## config.mk

```make
export PLATFORM = sky130hd
export DESIGN_NAME = dynamic_priority_task_scheduler_top
export DESIGN_NICKNAME = d
export VERILOG_FILES = /design/src/sv/dpts_pkg.sv /design/src/sv/dpts_ctrl.sv /design/src/sv/dpts_datapath.sv /design/src/sv/dynamic_priority_task_scheduler_top.sv
export SDC_FILE = /design/constraint.sdc
export NUM_CORES = 1
export LEC_CHECK = 0
export ABC_AREA = 1
export BUFFER_PORTS_ARGS = -buffer_cell sky130_fd_sc_hd__buf_2
export CAP_MARGIN = 10
export CORE_MARGIN = 3
export CORE_UTILIZATION = 31
export DETAILED_ROUTE_END_ITERATION = 6
export PLACE_DENSITY = 0.47
export SYNTH_ARGS = -nofsm -noshare
export SYNTH_HDL_FRONTEND = slang
export SYNTH_SLANG_ARGS = --single-unit
```

## constraint.sdc

```tcl
create_clock -name clk -period 6.95 [get_ports clk]
set_clock_uncertainty 0.2 [all_clocks]
set_input_delay 1.0425 -clock clk [delete_from_list [all_inputs] [get_ports clk]]
set_output_delay 1.0425 -clock clk [all_outputs]
set_load 0.03 [all_outputs]
```

## src/sv/dpts_pkg.sv

```systemverilog
`timescale 1ns / 1ps
// Shared types and codes for the dynamic priority task scheduler.
// Used by the controller, the datapath and the top level; no dependencies.
package dpts_pkg;

  localparam int TASK_SLOTS_DEF = 8;

  localparam logic [7:0] RUN_PENALTY_RST = 8'd3;
  localparam logic [7:0] WAIT_BONUS_RST  = 8'd1;

  // Input function codes.
  localparam logic FUNC_LOAD = 1'b0;
  localparam logic FUNC_TICK = 1'b1;

  // Result status codes.
  localparam logic [2:0] STAT_LOADED   = 3'd0;
  localparam logic [2:0] STAT_REJECTED = 3'd1;
  localparam logic [2:0] STAT_RAN      = 3'd2;
  localparam logic [2:0] STAT_IDLE     = 3'd3;
  localparam logic [2:0] STAT_ALL_DONE = 3'd4;

  // Outcome codes of the task that ran.
  localparam logic [1:0] OUT_REQUEUED = 2'd0;
  localparam logic [1:0] OUT_BLOCKED  = 2'd1;
  localparam logic [1:0] OUT_FINISHED = 2'd2;

  // Slot states.
  localparam logic [1:0] TS_FREE    = 2'd0;
  localparam logic [1:0] TS_READY   = 2'd1;
  localparam logic [1:0] TS_BLOCKED = 2'd2;
  localparam logic [1:0] TS_DONE    = 2'd3;

  // Commands from the controller to the datapath.
  localparam logic [3:0] CMD_NONE      = 4'd0;
  localparam logic [3:0] CMD_LOAD      = 4'd1;
  localparam logic [3:0] CMD_EMPTY     = 4'd2;
  localparam logic [3:0] CMD_TICK_IDLE = 4'd3;
  localparam logic [3:0] CMD_TICK_RUN  = 4'd4;
  localparam logic [3:0] CMD_FIND      = 4'd5;
  localparam logic [3:0] CMD_RUN       = 4'd6;
  localparam logic [3:0] CMD_COUNT     = 4'd7;
  localparam logic [3:0] CMD_FINISH    = 4'd8;

  // Register byte addresses.
  localparam logic [2:0] ADDR_RUN_PENALTY = 3'd0;
  localparam logic [2:0] ADDR_WAIT_BONUS  = 3'd4;

  typedef struct packed {
    logic       func;
    logic [2:0] slot;
    logic [7:0] start_priority;
    logic [7:0] run_length;
    logic [7:0] block_after;
    logic [7:0] block_length;
  } in_t;

  typedef struct packed {
    logic [2:0]  status;
    logic [2:0]  running_slot;
    logic [7:0]  running_priority;
    logic [1:0]  running_outcome;
    logic [3:0]  ready_count;
    logic [3:0]  blocked_count;
    logic [15:0] tick_number;
  } out_t;

  typedef struct packed {
    logic ready_empty;
    logic blocked_empty;
    logic find_done;
    logic count_done;
  } dp_status_t;

endpackage

```

## src/sv/dpts_ctrl.sv

```systemverilog
`timescale 1ns / 1ps
// Controller state machine of the task scheduler.
// Depends on dpts_pkg; drives command codes into dpts_datapath.
module dpts_ctrl
  import dpts_pkg::*;
(
  input  logic       clk,
  input  logic       rst,
  input  logic       start,
  input  logic       func,
  input  dp_status_t dp_status,
  output logic [3:0] cmd,
  output logic       busy
);

  localparam logic [1:0] S_IDLE  = 2'd0;
  localparam logic [1:0] S_FIND  = 2'd1;
  localparam logic [1:0] S_COUNT = 2'd2;

  logic [1:0] state, state_next;

  assign busy = (state != S_IDLE);

  always_comb begin
    state_next = state;
    cmd        = CMD_NONE;
    unique case (state)
      S_IDLE: begin
        if (start) begin
          if (func == FUNC_LOAD) begin
            cmd = CMD_LOAD;
          end else if (dp_status.ready_empty && dp_status.blocked_empty) begin
            cmd = CMD_EMPTY;
          end else if (dp_status.ready_empty) begin
            cmd        = CMD_TICK_IDLE;
            state_next = S_COUNT;
          end else begin
            cmd        = CMD_TICK_RUN;
            state_next = S_FIND;
          end
        end
      end
      S_FIND: begin
        if (dp_status.find_done) begin
          cmd        = CMD_RUN;
          state_next = S_COUNT;
        end else begin
          cmd = CMD_FIND;
        end
      end
      S_COUNT: begin
        if (dp_status.count_done) begin
          cmd        = CMD_FINISH;
          state_next = S_IDLE;
        end else begin
          cmd = CMD_COUNT;
        end
      end
      default: begin
        state_next = S_IDLE;
      end
    endcase
  end

  always_ff @(posedge clk) begin
    if (rst) begin
      state <= S_IDLE;
    end else begin
      state <= state_next;
    end
  end

endmodule

```

## src/sv/dpts_datapath.sv

```systemverilog
`timescale 1ns / 1ps
// Task table, ready queue, blocked list and result register of the scheduler.
// Depends on dpts_pkg; sequenced by dpts_ctrl through command codes.
module dpts_datapath
  import dpts_pkg::*;
#(
  parameter int TASK_SLOTS = TASK_SLOTS_DEF
) (
  input  logic       clk,
  input  logic       rst,
  input  logic [3:0] cmd,
  input  in_t        item,
  input  logic [7:0] run_penalty,
  input  logic [7:0] wait_bonus,
  output dp_status_t dp_status,
  output logic       done,
  output out_t       result
);

  localparam int IW = $clog2(TASK_SLOTS);
  localparam int CW = $clog2(TASK_SLOTS + 1);

  logic [7:0]    prio   [TASK_SLOTS];
  logic [7:0]    exec   [TASK_SLOTS];
  logic [7:0]    remain [TASK_SLOTS];
  logic [7:0]    bpoint [TASK_SLOTS];
  logic [7:0]    bleft  [TASK_SLOTS];
  logic [1:0]    tstat  [TASK_SLOTS];
  logic [IW-1:0] rorder [TASK_SLOTS];
  logic [IW-1:0] border [TASK_SLOTS];

  logic [CW-1:0] rsize, bsize;
  logic [15:0]   tick;
  logic [CW-1:0] scan, best, rd, wr, cend;
  logic [7:0]    bestp;
  logic [IW-1:0] cur_slot;
  logic          idle_tick;

  logic [IW-1:0] ld_slot, run_slot, cnt_slot;
  logic          ld_ok;
  logic [7:0]    scan_p, cnt_left;
  logic          fin_block, fin_done_task;
  logic [CW-1:0] rsize_fin, bsize_fin;
  logic [7:0]    pen_prio;
  logic [8:0]    bonus_sum [TASK_SLOTS];
  logic          done_next;
  out_t          result_next;

  assign ld_slot  = IW'(item.slot);
  assign ld_ok    = (32'(item.slot) < 32'(TASK_SLOTS)) &&
                    (tstat[ld_slot] != TS_READY) && (tstat[ld_slot] != TS_BLOCKED);
  assign run_slot = rorder[best[IW-1:0]];
  assign scan_p   = prio[rorder[scan[IW-1:0]]];
  assign cnt_slot = border[rd[IW-1:0]];
  assign cnt_left = (bleft[cnt_slot] != 8'd0) ? bleft[cnt_slot] - 8'd1 : 8'd0;
  assign pen_prio = (prio[run_slot] > run_penalty) ? prio[run_slot] - run_penalty : 8'd0;

  assign fin_done_task = (remain[cur_slot] == 8'd0);
  assign fin_block     = !fin_done_task && (bpoint[cur_slot] != 8'd0) &&
                         (bpoint[cur_slot] == exec[cur_slot]);

  always_comb begin
    for (int k = 0; k < TASK_SLOTS; k++) begin
      bonus_sum[k] = {1'b0, prio[k]} + {1'b0, wait_bonus};
    end
  end

  always_comb begin
    rsize_fin = rsize;
    bsize_fin = wr;
    if (!idle_tick) begin
      if (fin_block && (wr < CW'(TASK_SLOTS))) begin
        bsize_fin = wr + CW'(1);
      end else if (!fin_done_task && !fin_block && (rsize < CW'(TASK_SLOTS))) begin
        rsize_fin = rsize + CW'(1);
      end
    end
  end

  // The result beat is assembled here and registered below.
  always_comb begin
    done_next   = 1'b0;
    result_next = result;
    case (cmd)
      CMD_LOAD: begin
        done_next                 = 1'b1;
        result_next               = '0;
        result_next.ready_count   = 4'(rsize);
        result_next.blocked_count = 4'(bsize);
        result_next.tick_number   = tick;
        if (ld_ok) begin
          result_next.status = STAT_LOADED;
          if (rsize < CW'(TASK_SLOTS)) begin
            result_next.ready_count = 4'(rsize + CW'(1));
          end
        end else begin
          result_next.status = STAT_REJECTED;
        end
      end
      CMD_EMPTY: begin
        done_next               = 1'b1;
        result_next             = '0;
        result_next.status      = STAT_ALL_DONE;
        result_next.tick_number = tick;
      end
      CMD_FINISH: begin
        done_next                 = 1'b1;
        result_next               = '0;
        result_next.ready_count   = 4'(rsize_fin);
        result_next.blocked_count = 4'(bsize_fin);
        result_next.tick_number   = tick;
        if (idle_tick) begin
          result_next.status = STAT_IDLE;
        end else begin
          result_next.status           = STAT_RAN;
          result_next.running_slot     = 3'(cur_slot);
          result_next.running_priority = prio[cur_slot];
          if (fin_done_task) begin
            result_next.running_outcome = OUT_FINISHED;
          end else if (fin_block) begin
            result_next.running_outcome = OUT_BLOCKED;
          end else begin
            result_next.running_outcome = OUT_REQUEUED;
          end
        end
      end
      default: begin
      end
    endcase
  end

  assign dp_status.ready_empty   = (rsize == '0);
  assign dp_status.blocked_empty = (bsize == '0);
  assign dp_status.find_done     = (scan >= rsize);
  assign dp_status.count_done    = (rd >= cend);

  always_ff @(posedge clk) begin
    if (rst) begin
      for (int k = 0; k < TASK_SLOTS; k++) begin
        prio[k]   <= '0;
        exec[k]   <= '0;
        remain[k] <= '0;
        bpoint[k] <= '0;
        bleft[k]  <= '0;
        tstat[k]  <= TS_FREE;
      end
      rsize  <= '0;
      bsize  <= '0;
      tick   <= '0;
      done   <= 1'b0;
      result <= '0;
    end else begin
      done   <= done_next;
      result <= result_next;
      case (cmd)
        CMD_LOAD: begin
          if (ld_ok) begin
            prio[ld_slot]   <= item.start_priority;
            exec[ld_slot]   <= '0;
            remain[ld_slot] <= (item.run_length != 8'd0) ? item.run_length : 8'd1;
            bpoint[ld_slot] <= item.block_after;
            bleft[ld_slot]  <= (item.block_length != 8'd0) ? item.block_length : 8'd1;
            tstat[ld_slot]  <= TS_READY;
            if (rsize < CW'(TASK_SLOTS)) begin
              rorder[rsize[IW-1:0]] <= ld_slot;
              rsize                 <= rsize + CW'(1);
            end
          end
        end
        CMD_TICK_IDLE: begin
          tick      <= tick + 16'd1;
          idle_tick <= 1'b1;
          rd        <= '0;
          wr        <= '0;
          cend      <= bsize;
        end
        CMD_TICK_RUN: begin
          tick      <= tick + 16'd1;
          idle_tick <= 1'b0;
          scan      <= CW'(1);
          best      <= '0;
          bestp     <= prio[rorder[0]];
        end
        CMD_FIND: begin
          if (scan_p > bestp) begin
            best  <= scan;
            bestp <= scan_p;
          end
          scan <= scan + CW'(1);
        end
        CMD_RUN: begin
          // Close the gap left by the chosen task, then age the table.
          for (int k = 0; k < TASK_SLOTS - 1; k++) begin
            if (CW'(k) >= best) begin
              rorder[k] <= rorder[k+1];
            end
          end
          rsize    <= rsize - CW'(1);
          cur_slot <= run_slot;
          for (int k = 0; k < TASK_SLOTS; k++) begin
            if (IW'(k) == run_slot) begin
              prio[k] <= pen_prio;
              if (exec[k] != 8'hFF) exec[k] <= exec[k] + 8'd1;
              if (remain[k] != 8'd0) remain[k] <= remain[k] - 8'd1;
            end else if (tstat[k] == TS_READY) begin
              prio[k] <= bonus_sum[k][8] ? 8'hFF : bonus_sum[k][7:0];
            end
          end
          rd   <= '0;
          wr   <= '0;
          cend <= bsize;
        end
        CMD_COUNT: begin
          bleft[cnt_slot] <= cnt_left;
          if (cnt_left == 8'd0) begin
            tstat[cnt_slot] <= TS_READY;
            if (rsize < CW'(TASK_SLOTS)) begin
              rorder[rsize[IW-1:0]] <= cnt_slot;
              rsize                 <= rsize + CW'(1);
            end
          end else begin
            border[wr[IW-1:0]] <= cnt_slot;
            wr                 <= wr + CW'(1);
          end
          rd <= rd + CW'(1);
        end
        CMD_FINISH: begin
          rsize <= rsize_fin;
          bsize <= bsize_fin;
          if (!idle_tick) begin
            if (fin_done_task) begin
              tstat[cur_slot] <= TS_DONE;
            end else if (fin_block) begin
              tstat[cur_slot] <= TS_BLOCKED;
              if (wr < CW'(TASK_SLOTS)) begin
                border[wr[IW-1:0]] <= cur_slot;
              end
            end else begin
              if (rsize < CW'(TASK_SLOTS)) begin
                rorder[rsize[IW-1:0]] <= cur_slot;
              end
            end
          end
        end
        default: begin
        end
      endcase
    end
  end

endmodule

```

## src/sv/dynamic_priority_task_scheduler_top.sv

```systemverilog
`timescale 1ns / 1ps
// A load beat fills a task slot. A tick beat scans the ready queue, if it holds
// any task, one entry a cycle for the winner, and then the blocked list, one
// entry a cycle, for the timer count-down; the two scans cover at most
// TASK_SLOTS entries, since a slot sits in one list at most. A tick with nothing
// left to run skips both scans. busy is high while a tick is in work, and start
// is only taken while busy is low. Each result is registered and appears in the
// cycle after its last work cycle, for exactly one cycle under done; the
// receiver cannot stall it and must take it then.
// Depends on dpts_pkg, dpts_ctrl and dpts_datapath.
module dynamic_priority_task_scheduler_top
  import dpts_pkg::*;
#(
  parameter int TASK_SLOTS = TASK_SLOTS_DEF
) (
  input  logic        clk,
  input  logic        rst,
  input  logic        start,
  output logic        busy,
  input  in_t         item,
  output logic        done,
  output out_t        result,
  input  logic        psel,
  input  logic        penable,
  input  logic        pwrite,
  input  logic [2:0]  paddr,
  input  logic [31:0] pwdata,
  output logic [31:0] prdata,
  output logic        pready
);

  logic [7:0] run_penalty, wait_bonus;
  logic [3:0] cmd;
  dp_status_t dp_status;

  assign pready = 1'b1;

  // Only bit 2 of the address selects a register.
  always_ff @(posedge clk) begin
    if (rst) begin
      run_penalty <= RUN_PENALTY_RST;
      wait_bonus  <= WAIT_BONUS_RST;
    end else if (psel && penable && pwrite) begin
      if (paddr[2] == ADDR_WAIT_BONUS[2]) begin
        wait_bonus <= pwdata[7:0];
      end else begin
        run_penalty <= pwdata[7:0];
      end
    end
  end

  assign prdata = (paddr[2] == ADDR_WAIT_BONUS[2]) ? {24'd0, wait_bonus}
                                                   : {24'd0, run_penalty};

  dpts_ctrl u_ctrl (
    .clk       (clk),
    .rst       (rst),
    .start     (start),
    .func      (item.func),
    .dp_status (dp_status),
    .cmd       (cmd),
    .busy      (busy)
  );

  dpts_datapath #(
    .TASK_SLOTS (TASK_SLOTS)
  ) u_datapath (
    .clk         (clk),
    .rst         (rst),
    .cmd         (cmd),
    .item        (item),
    .run_penalty (run_penalty),
    .wait_bonus  (wait_bonus),
    .dp_status   (dp_status),
    .done        (done),
    .result      (result)
  );

endmodule
```

Word-level counts from Yosys, hierarchy flattened
Memories as Yosys holds them, arrays and structs flattened. A register that Yosys moved wholly into a read port is not among the register bits.
Index checks and enable logic that the tools add are counted.

word-level totals
  memories = 8
  flip-flop bits (word level) = 115
  logic and storage cells = 571
  RAM bits = 384
  bits of input ports = 77

memories
  memory             depth  bits a word  rd ports  clocked after memory_dff  wr ports  RTL line             RTL
  u_datapath.bleft   8      8            1         0                         8         dpts_datapath.sv:27  logic [7:0] bleft [TASK_SLOTS];
  u_datapath.bpoint  8      8            1         1                         8         dpts_datapath.sv:26  logic [7:0] bpoint [TASK_SLOTS];
  u_datapath.exec    8      8            9         1                         8         dpts_datapath.sv:24  logic [7:0] exec [TASK_SLOTS];
  u_datapath.prio    8      8            12        1                         8         dpts_datapath.sv:23  logic [7:0] prio [TASK_SLOTS];
  u_datapath.remain  8      8            9         1                         8         dpts_datapath.sv:25  logic [7:0] remain [TASK_SLOTS];
  u_datapath.border  8      3            1         1                         1         dpts_datapath.sv:30  logic [IW-1:0] border [TASK_SLOTS];
  2 more memories    -      -            -         -                         -         -

operators by class
  equal/unequal tests = 44
  reductions and logical operators = 59
  bitwise gates (word level) = 38
  add/subtract/negate cells = 32
  magnitude comparators = 13
  muxes and demuxes = 355

operators by type and width
  kind                                                                   count
  8-bit 2-to-1 mux                                                       52
  1-bit 2-to-1 mux                                                       244
  40-bit one-hot mux with 3 select lines                                 1
  8-bit nonzero test                                                     12
  8-bit by 8-bit adder with 9-bit output                                 8
  8-bit by 1-bit subtractor with 8-bit output, second input constant     9
  3-bit 2-to-1 mux                                                       22
  8-bit by 1-bit adder with 8-bit output, second input constant          8
  8-bit inequality test, second input constant                           8
  4-bit 2-to-1 mux                                                       14
  8-bit OR reduction                                                     6
  1-bit bitwise OR                                                       36
  4-bit one-hot mux with 2 select lines                                  4
  2-bit 2-to-1 mux                                                       12
  2-bit by 1-bit equality test with 1-bit output, second input constant  9
  16-bit by 1-bit adder with 16-bit output, second input constant        1
  4-bit by 1-bit adder with 4-bit output, second input constant          4
  4-bit by 3-bit equality test with 1-bit output, second input constant  4
  8-bit > comparator                                                     2
  8-bit logical NOT                                                      2
  4-bit one-hot mux with 4 select lines                                  1
  8-bit one-hot mux with 2 select lines                                  1
  2-bit AND reduction                                                    8
  2-bit inequality test, second input constant                           7
  33 further kinds                                                       66

Longest topological paths before layout
Gate-level depths: netlist of run 1.

  word-level depth = 14
  gate-level depth with buffers = 30
  mapped depth without buffers = 29

Cells and area by module
Synthesis of run 1 repeated with hierarchy kept, for this count alone.

unflattened totals
  cell total of the unflattened synthesis = 4078
  area, all modules = 31737.9 um^2

modules (own cells, without submodules)
  module                               seq. area each (um^2)  cells each  times used  area an instance (um^2)
  dpts_datapath                        13392.8                3898        1           30581.8
  dynamic_priority_task_scheduler_top  320.3                  149         1           983.4
  dpts_ctrl                            40.0                   31          1           172.7

Worst setup path before layout of run 1
No wires, ideal clock.

  kind = register to register
  start = reg (tool-made name)
  end = mem u_datapath.prio[7][2] (data pin)
  cell stages (with the launch flop) = 27
  arrival time = 3829 ps
  required time = 6597 ps
  buffers on the path = 2
  setup slack = 2768 ps
  path through = dfxtp_1 > clkbuf_1 > o211ai_1 > nand3_1 > nand2_1 > inv_1 > nor2_1 > inv_1 > clkbuf_1 > o2111ai_1 > nand2_1 > o21ai_0 > ha_1 > fa_1 > nor2_1 > o21ai_0 > nand2_1 > nand2_1 > nand2_1 > a21oi_1 > nor2_1 > nor2_1 > o21bai_1 > nand2_1 > nor3_1 > o221ai_1 > o21ai_0

RTL lines
  item              RTL line
  end: declaration  dpts_datapath.sv:23

==> flow_summary.json, run 1 <==
{
  "outcome": "finished clean",
  "die_area_um2": 106000,
  "delay_of_the_slowest_cell_on_the_worst_path_ns": 0.75,
  "portBuffers": 100,
  "synth_top_cells_by_area": "sky130_fd_sc_hd__edfxtp_1, sky130_fd_sc_hd__dfxtp_1, sky130_fd_sc_hd__nand2_1",
  "synthesis.instances": 4033,
  "grt_antenna_before_repair": 2,
  "drt_first_iter_violations": 2488,
  "grt_max_degree": 97,
  "grt_busiest_layer": "met2",
  "async_s_r_ff_share_synth": 0,
  "netlist-cell-type-count": 58,
  "met1_usage": 0.285,
  "routed_via_density": 5.09,
  "floorplan.rows": 116,
  "gr-total-overflow": 0,
  "static-leakage-power_nw": 15.2,
  "top_level_ports": 152,
  "report.final.slew_viol_count": 0,
  "antenna_violating_nets_left": 0,
  "grt_setup_unrepaired": "false",
  "hold_bufs_at_cts": 0,
  "layout.cells.most_common": "sky130_fd_sc_hd__nand2_1",
  "cts_max_level": 2,
  "fillerInstances": 10500,
  "master_cell_of_the_clock_root_buffer": "sky130_fd_sc_hd__clkbuf_16",
  "crit_path_max_fanout": 23,
  "synthMuxAreaShare": 0.000317,
  "synth_edf_count": 352,
  "finalWorstPathRequiredPeriod_ns": 5.72,
  "met3_usage": 0.0249,
  "postRouteWirelength_um": 109000,
  "cpLargestDelayFamily": "simple AND/OR/NAND/NOR gates",
  "synth_top_flop_cell": "sky130_fd_sc_hd__edfxtp_1",
  "worst_ep_required_time_ns": 7.14,
  "area_growth_pct": 12.9,
  "drv.max_cap_violation_count": 0,
  "slew_headroom": 0.247,
  "place_congestion": 0.906,
  "finalHoldViolations": 0,
  "postLayoutCoreUtil": 0.354,
  "power.ir.vdd_worst_mv": 0.234,
  "syn-mean-instance-area_um2": 7.82,
  "worstSkewPairLatency_ns": 0.69,
  "initial_core_utilization": 0.314,
  "worstHoldPathType": "register to register",
  "numClockSinks": 511,
  "crit_path_end_kind": "register",
  "via_count": 28100,
  "synth_warnings": 0,
  "post_synthesis_compound_gate_area_fraction": 0.178,
  "synth_top_area_frac": 0.335,
  "grtUsageMet2": 0.320,
  "synth-adder-area-share": 0.0537,
  "clkTransAtPathRegs_ns": 0.06,
  "final-setup-viol-count": 0,
  "timing_worst_slew_pin_value_ns": 1.11,
  "grt_pass1_wl_um": 165000,
  "placeableCoreArea_um2": 101000,
  "finalInstanceArea_um2": 35600,
  "drc": 0,
  "synth_xor_xnor_area_share": 0.0311,
  "top_library_cells_by_usage_in_the_layout_fill_and_taps_aside": "sky130_fd_sc_hd__nand2_1, sky130_fd_sc_hd__inv_1, sky130_fd_sc_hd__nor2_1",
  "worst_path_slowest_cell": "sky130_fd_sc_hd__dfxtp_1",
  "tritoncts_clock_tree": "done",
  "routed_wire_length_per_instance_um": 19.8,
  "post_synth_and_or_nand_nor_area_fraction": 0.205,
  "ys_seq_area_frac": 0.436,
  "global_route.usage.total": 0.201,
  "numCtsBuffers": 61,
  "start_kind": "register",
  "critical_path.n_buffers_inverters": 4,
  "layout-drive-gt1-share": 0.0802,
  "netlist_area_um2": 31600,
  "chipHeight_um": 325,
  "fin_nets": 4308,
  "synth_top_family_by_area": "simple AND/OR/NAND/NOR gates",
  "arrival_worst_endpoint_ns": 5.91,
  "timing.final.crit_share": 0.823,
  "max_clock_freq_mhz": 175,
  "tns_ns": 0,
  "cts_setup_buffers": 0,
  "worstSetupPathType": "register to register",
  "synthDominantAreaCellType": "sky130_fd_sc_hd__edfxtp_1",
  "detailed_placer_s_ending_hpwl_um": 77600,
  "drt_pass1_iterations": 6,
  "ys_seq_elements": 511,
  "dpl_cell_area_um2": 33400,
  "via_count_of_the_first_global_routing_pass": 26400,
  "cts_resized": 0,
  "ctsLongestPathBuffers": 3,
  "die_width_um": 325,
  "cpMostUsedCell": "sky130_fd_sc_hd__nand2_1",
  "power_density_nw_per_um2": 327
}
[cell usage after synthesis (7+ instances only)]
master	count
sky130_fd_sc_hd__ha_1	121
sky130_fd_sc_hd__inv_1	561
sky130_fd_sc_hd__clkinv_1	17
sky130_fd_sc_hd__buf_6	7
sky130_fd_sc_hd__a31oi_1	23
sky130_fd_sc_hd__buf_4	28
sky130_fd_sc_hd__nand3_2	11
sky130_fd_sc_hd__a21oi_1	276
sky130_fd_sc_hd__nor4_1	8
sky130_fd_sc_hd__a22oi_1	10
sky130_fd_sc_hd__fa_1	9
sky130_fd_sc_hd__o211ai_1	39
sky130_fd_sc_hd__o22ai_1	145
sky130_fd_sc_hd__buf_1	11
sky130_fd_sc_hd__nor3_1	56
sky130_fd_sc_hd__clkbuf_1	104
sky130_fd_sc_hd__nand3b_1	28
sky130_fd_sc_hd__nand2_1	652
sky130_fd_sc_hd__buf_2	20
sky130_fd_sc_hd__nand2_2	21
sky130_fd_sc_hd__o21ai_1	23
sky130_fd_sc_hd__inv_2	13
sky130_fd_sc_hd__o221ai_1	31
sky130_fd_sc_hd__nor2_2	9
sky130_fd_sc_hd__edfxtp_1	352
sky130_fd_sc_hd__nor2_1	455
sky130_fd_sc_hd__dfxtp_1	159
sky130_fd_sc_hd__xor2_1	83
sky130_fd_sc_hd__o21ai_0	422
sky130_fd_sc_hd__xnor2_1	29
sky130_fd_sc_hd__nand3_1	228
sky130_fd_sc_hd__nand4_1	24
[cell type report]
class	instances	area [um2]	share of cell area
Sequential cell	511	13800	0.386
Antenna cell	2	5.00	0.000140
Tap cell	1357	1700	0.0477
Inverter	591	2220	0.0623
Timing Repair Buffer	152	923	0.0259
Multi-Input combinational cell	2784	14900	0.417
Clock buffer	77	1730	0.0486
Clock inverter	38	443	0.0124
[stage by stage]
stage	power, mW	hold WS, ns	worst slack (ns)	cells
finish	11.6	0.258	1.23	5512
global route	12.4	0.281	0.652	5510
CTS	11.7	0.259	1.29	5509
detailed placement	8.18	0.251	1.32	5394
global placement	8.18	0.248	1.40	5394
floorplan	6.69	0.231	2.77	4056
[sequential cells by signal (all words and copies together), names as in the netlist, 8 cells and up, named ones only]
register / flops
u_datapath.tstat: 16
u_datapath.result: 40
u_datapath.remain: 64
u_datapath.border: 24
wait_bonus: 8
run_penalty: 8
u_datapath.rorder: 24
u_datapath.tick: 16
u_datapath.bpoint: 64
u_datapath.bleft: 64
u_datapath.bestp: 8
u_datapath.prio: 64
u_datapath.exec: 64
[worst register-to-register path, delay by kind of cell (launching register included)]
kind                       cells  cell delay, ns
AOI/OAI and AO/OA              9            1.37
adders and majority gates      2            0.46
buffers and inverters          4            0.97
DFF                            1            0.75
and+or+nand+nor               13            1.67
[power breakdown]
group | internal, mW | switching (mW) | total (mW)
registers | 3.61 | 0.336 | 3.95
clock network | 2.03 | 1.43 | 3.46
logic | 1.23 | 3.00 | 4.23
total | 6.87 | 4.77 | 11.6
[layer usage]
layer  wire (um)  up-vias
met4        2830        0
li1            -    13800
met1       50600    13200
met2       48900      870
met3        6560      159
met5           0        -
[cells by family after synthesis]
kind of cell / count (synthesis)
multiplexers: 1
adder cells (fa/ha/maj): 130
XOR/XNOR: 112
AO/OA/AOI/OAI: 1005
flip-flops: 511
AND/OR/NAND/NOR: 1511
other: 2
buffers and inverters: 761
[final timing paths]
kind,cells past startpoint,slack (ns),to,start
hold reg to reg,2,0.26,u_datapath.result[34]$_SDFFE_PP0P_,u_datapath.result[34]$_SDFFE_PP0P_
setup / recovery,28,1.23,u_datapath.prio[2][7]$_DFFE_PP_,register
hold / removal,2,0.26,u_datapath.result[34]$_SDFFE_PP0P_,u_datapath.result[34]$_SDFFE_PP0P_
setup reg to reg,28,1.23,u_datapath.prio[2][7]$_DFFE_PP_,register
Power figures use the tool's default switching activity.
==> inputs of run 2 (changes only) <==
--- a/config.mk
+++ b/config.mk
@@ -11,7 +11,7 @@
 export CORE_MARGIN = 3
 export CORE_UTILIZATION = 31
 export DETAILED_ROUTE_END_ITERATION = 6
-export PLACE_DENSITY = 0.47
+export PLACE_DENSITY = 0.49
 export SYNTH_ARGS = -nofsm -noshare
 export SYNTH_HDL_FRONTEND = slang
 export SYNTH_SLANG_ARGS = --single-unit
==> constraint.sdc (replaced) <==
create_clock -name clk -period 4.85 [get_ports clk]
set_clock_uncertainty 0.2 [all_clocks]
set_input_delay 0.7275 -clock clk [delete_from_list [all_inputs] [get_ports clk]]
set_output_delay 0.7275 -clock clk [all_outputs]
set_load 0.03 [all_outputs]
==> flow_summary.json, run 2 (synthesis gave the netlist of run 1 again) <==
{
  "outcome": "finished clean",
  "static-leakage-power_nw": 15.6,
  "grtUsageMet2": 0.325,
  "floorplan.rows": 116,
  "area_growth_pct": 15.3,
  "power.total_mw": 17.1,
  "worst_path_slowest_cell": "sky130_fd_sc_hd__fa_1",
  "timing.final.crit_share": 0.927,
  "initial_core_utilization": 0.314,
  "die_width_um": 325,
  "postLayoutCoreUtil": 0.362,
  "timing_worst_slew_pin_value_ns": 1.03,
  "max_clock_freq_mhz": 222,
  "hold_bufs_at_cts": 0,
  "drt_pass1_iterations": 5,
  "power_density_nw_per_um2": 469,
  "gr-total-overflow": 0,
  "worstHoldPathType": "input port to register",
  "cts_max_level": 2,
  "grt_busiest_layer": "met2",
  "finalWorstPathRequiredPeriod_ns": 4.50,
  "detailed_placer_s_ending_hpwl_um": 79900,
  "start_kind": "register",
  "routed_wire_length_per_instance_um": 19.7,
  "crit_path_max_fanout": 23,
  "met1_usage": 0.278,
  "grt_setup_unrepaired": "true",
  "die_area_um2": 106000,
  "tns_ns": 0,
  "via_count": 28700,
  "fin_nets": 4406,
  "worst_ep_required_time_ns": 5.15,
  "final-setup-viol-count": 0,
  "grt_pass1_wl_um": 166000,
  "master_cell_of_the_clock_root_buffer": "sky130_fd_sc_hd__clkbuf_16",
  "chipHeight_um": 325,
  "clkTransAtPathRegs_ns": 0.06,
  "report.final.slew_viol_count": 0,
  "grt_antenna_before_repair": 4,
  "routed_via_density": 5.12,
  "timing.final.ws_setup_ns": 0.355,
  "top_level_ports": 152,
  "delay_of_the_slowest_cell_on_the_worst_path_ns": 0.41,
  "top_library_cells_by_usage_in_the_layout_fill_and_taps_aside": "sky130_fd_sc_hd__nand2_1, sky130_fd_sc_hd__inv_1, sky130_fd_sc_hd__nor2_1",
  "placeableCoreArea_um2": 101000,
  "drt_first_iter_violations": 2442,
  "global_route.usage.total": 0.202,
  "power.ir.vdd_worst_mv": 0.327,
  "layout.cells.most_common": "sky130_fd_sc_hd__nand2_1",
  "stdcell_count": 5607,
  "arrival_worst_endpoint_ns": 4.80,
  "pre_cts_ws_ns": -0.122,
  "numCtsBuffers": 60,
  "slew_headroom": 0.307,
  "tritoncts_clock_tree": "done",
  "place_congestion": 0.932,
  "worstSetupPathType": "register to register",
  "numClockSinks": 511,
  "crit_path_end_kind": "register",
  "drv.max_cap_violation_count": 0,
  "layout-drive-gt1-share": 0.103,
  "drc": 0,
  "via_count_of_the_first_global_routing_pass": 27200,
  "ctsLongestPathBuffers": 3,
  "met3_usage": 0.0260,
  "antenna_violating_nets_left": 0,
  "grt_max_degree": 105,
  "portBuffers": 100,
  "finalHoldViolations": 0,
  "placed_cells": 5492,
  "postRouteWirelength_um": 110000,
  "worstSkewPairLatency_ns": 0.67
}
run 2: changes by cell type in the layout (fill, tap and decap cells not counted), moves of 6 or more:
cell,change
sky130_fd_sc_hd__inv_1,-8
sky130_fd_sc_hd__nor2_1,-6
sky130_fd_sc_hd__clkinv_2,-9
sky130_fd_sc_hd__buf_4,+86
sky130_fd_sc_hd__buf_12,+14
sky130_fd_sc_hd__inv_2,+6
sky130_fd_sc_hd__bufinv_16,-7
sky130_fd_sc_hd__clkbuf_1,+18
run 2: final timing paths:
| kind | from | endpoint | slack [ns] | depth (start not counted) |
|---|---|---|---|---|
| worst max-delay path | register | u_datapath.prio[2][5]$_DFFE_PP_ | 0.35 | 28 |
| worst min-delay path | pwdata[4] | wait_bonus[4]$_SDFFE_PP0P_ | 0.1 | 3 |
| worst max register to register | register | u_datapath.prio[2][5]$_DFFE_PP_ | 0.35 | 28 |
| worst min register to register | u_datapath.result[35]$_SDFFE_PP0P_ | u_datapath.result[35]$_SDFFE_PP0P_ | 0.26 | 2 |
run 2: power breakdown:
part / internal, mW / leakage [nW] / switching, mW / total (mW)
Combinational: 2.40 / 9.80 / 4.60 / 7.00
Sequential: 5.17 / 4.82 / 0.424 / 5.60
Clock: 2.52 / 0.937 / 1.95 / 4.47
run 2: routing by layer:
metal	part of all wire	vias to the layer above
met5	0	-
met4	0.036	0
met3	0.065	222
met2	0.45	930
met1	0.45	13500
li1	-	14000
run 2: final cells by class:
cell class	count	area [um2]
Multi-Input combinational cell	2784	14900
Fill cell	10600	64200
Timing Repair Buffer	251	1820
Clock inverter	19	150
Antenna cell	1	2.50
Tap cell	1357	1700
Clock buffer	93	1770
Sequential cell	511	13800
Inverter	591	2230
run 2: repair_timing:
| action | 4_1_cts | 5_1_grt |
|---|---|---|
| setup endpoints to repair | 10 | 64 |
| pin swaps | 0 | 1 |
| setup buffers | 1 | 1 |
| resized for setup | 3 | 34 |
run 2: per-stage QoR:
| stage | hold slack (ns) | area, um2 |
|---|---|---|
| final | 0.0961 | 36400 |
| after global routing | 0.0938 | 36400 |
| after CTS | 0.0576 | 36300 |
| after detailed placement | 0.251 | 34300 |
| after global placement | 0.246 | 34300 |
| after floorplan | 0.231 | 31600 |
run 2: critical path: cells and delay by family (launching register included):
kind | cells | cell delay (ns)
fa+ha+maj | 2 | 0.62
flops | 1 | 0.32
simple gates | 11 | 1.14
compound gates | 8 | 1.12
buf+inv | 7 | 0.94
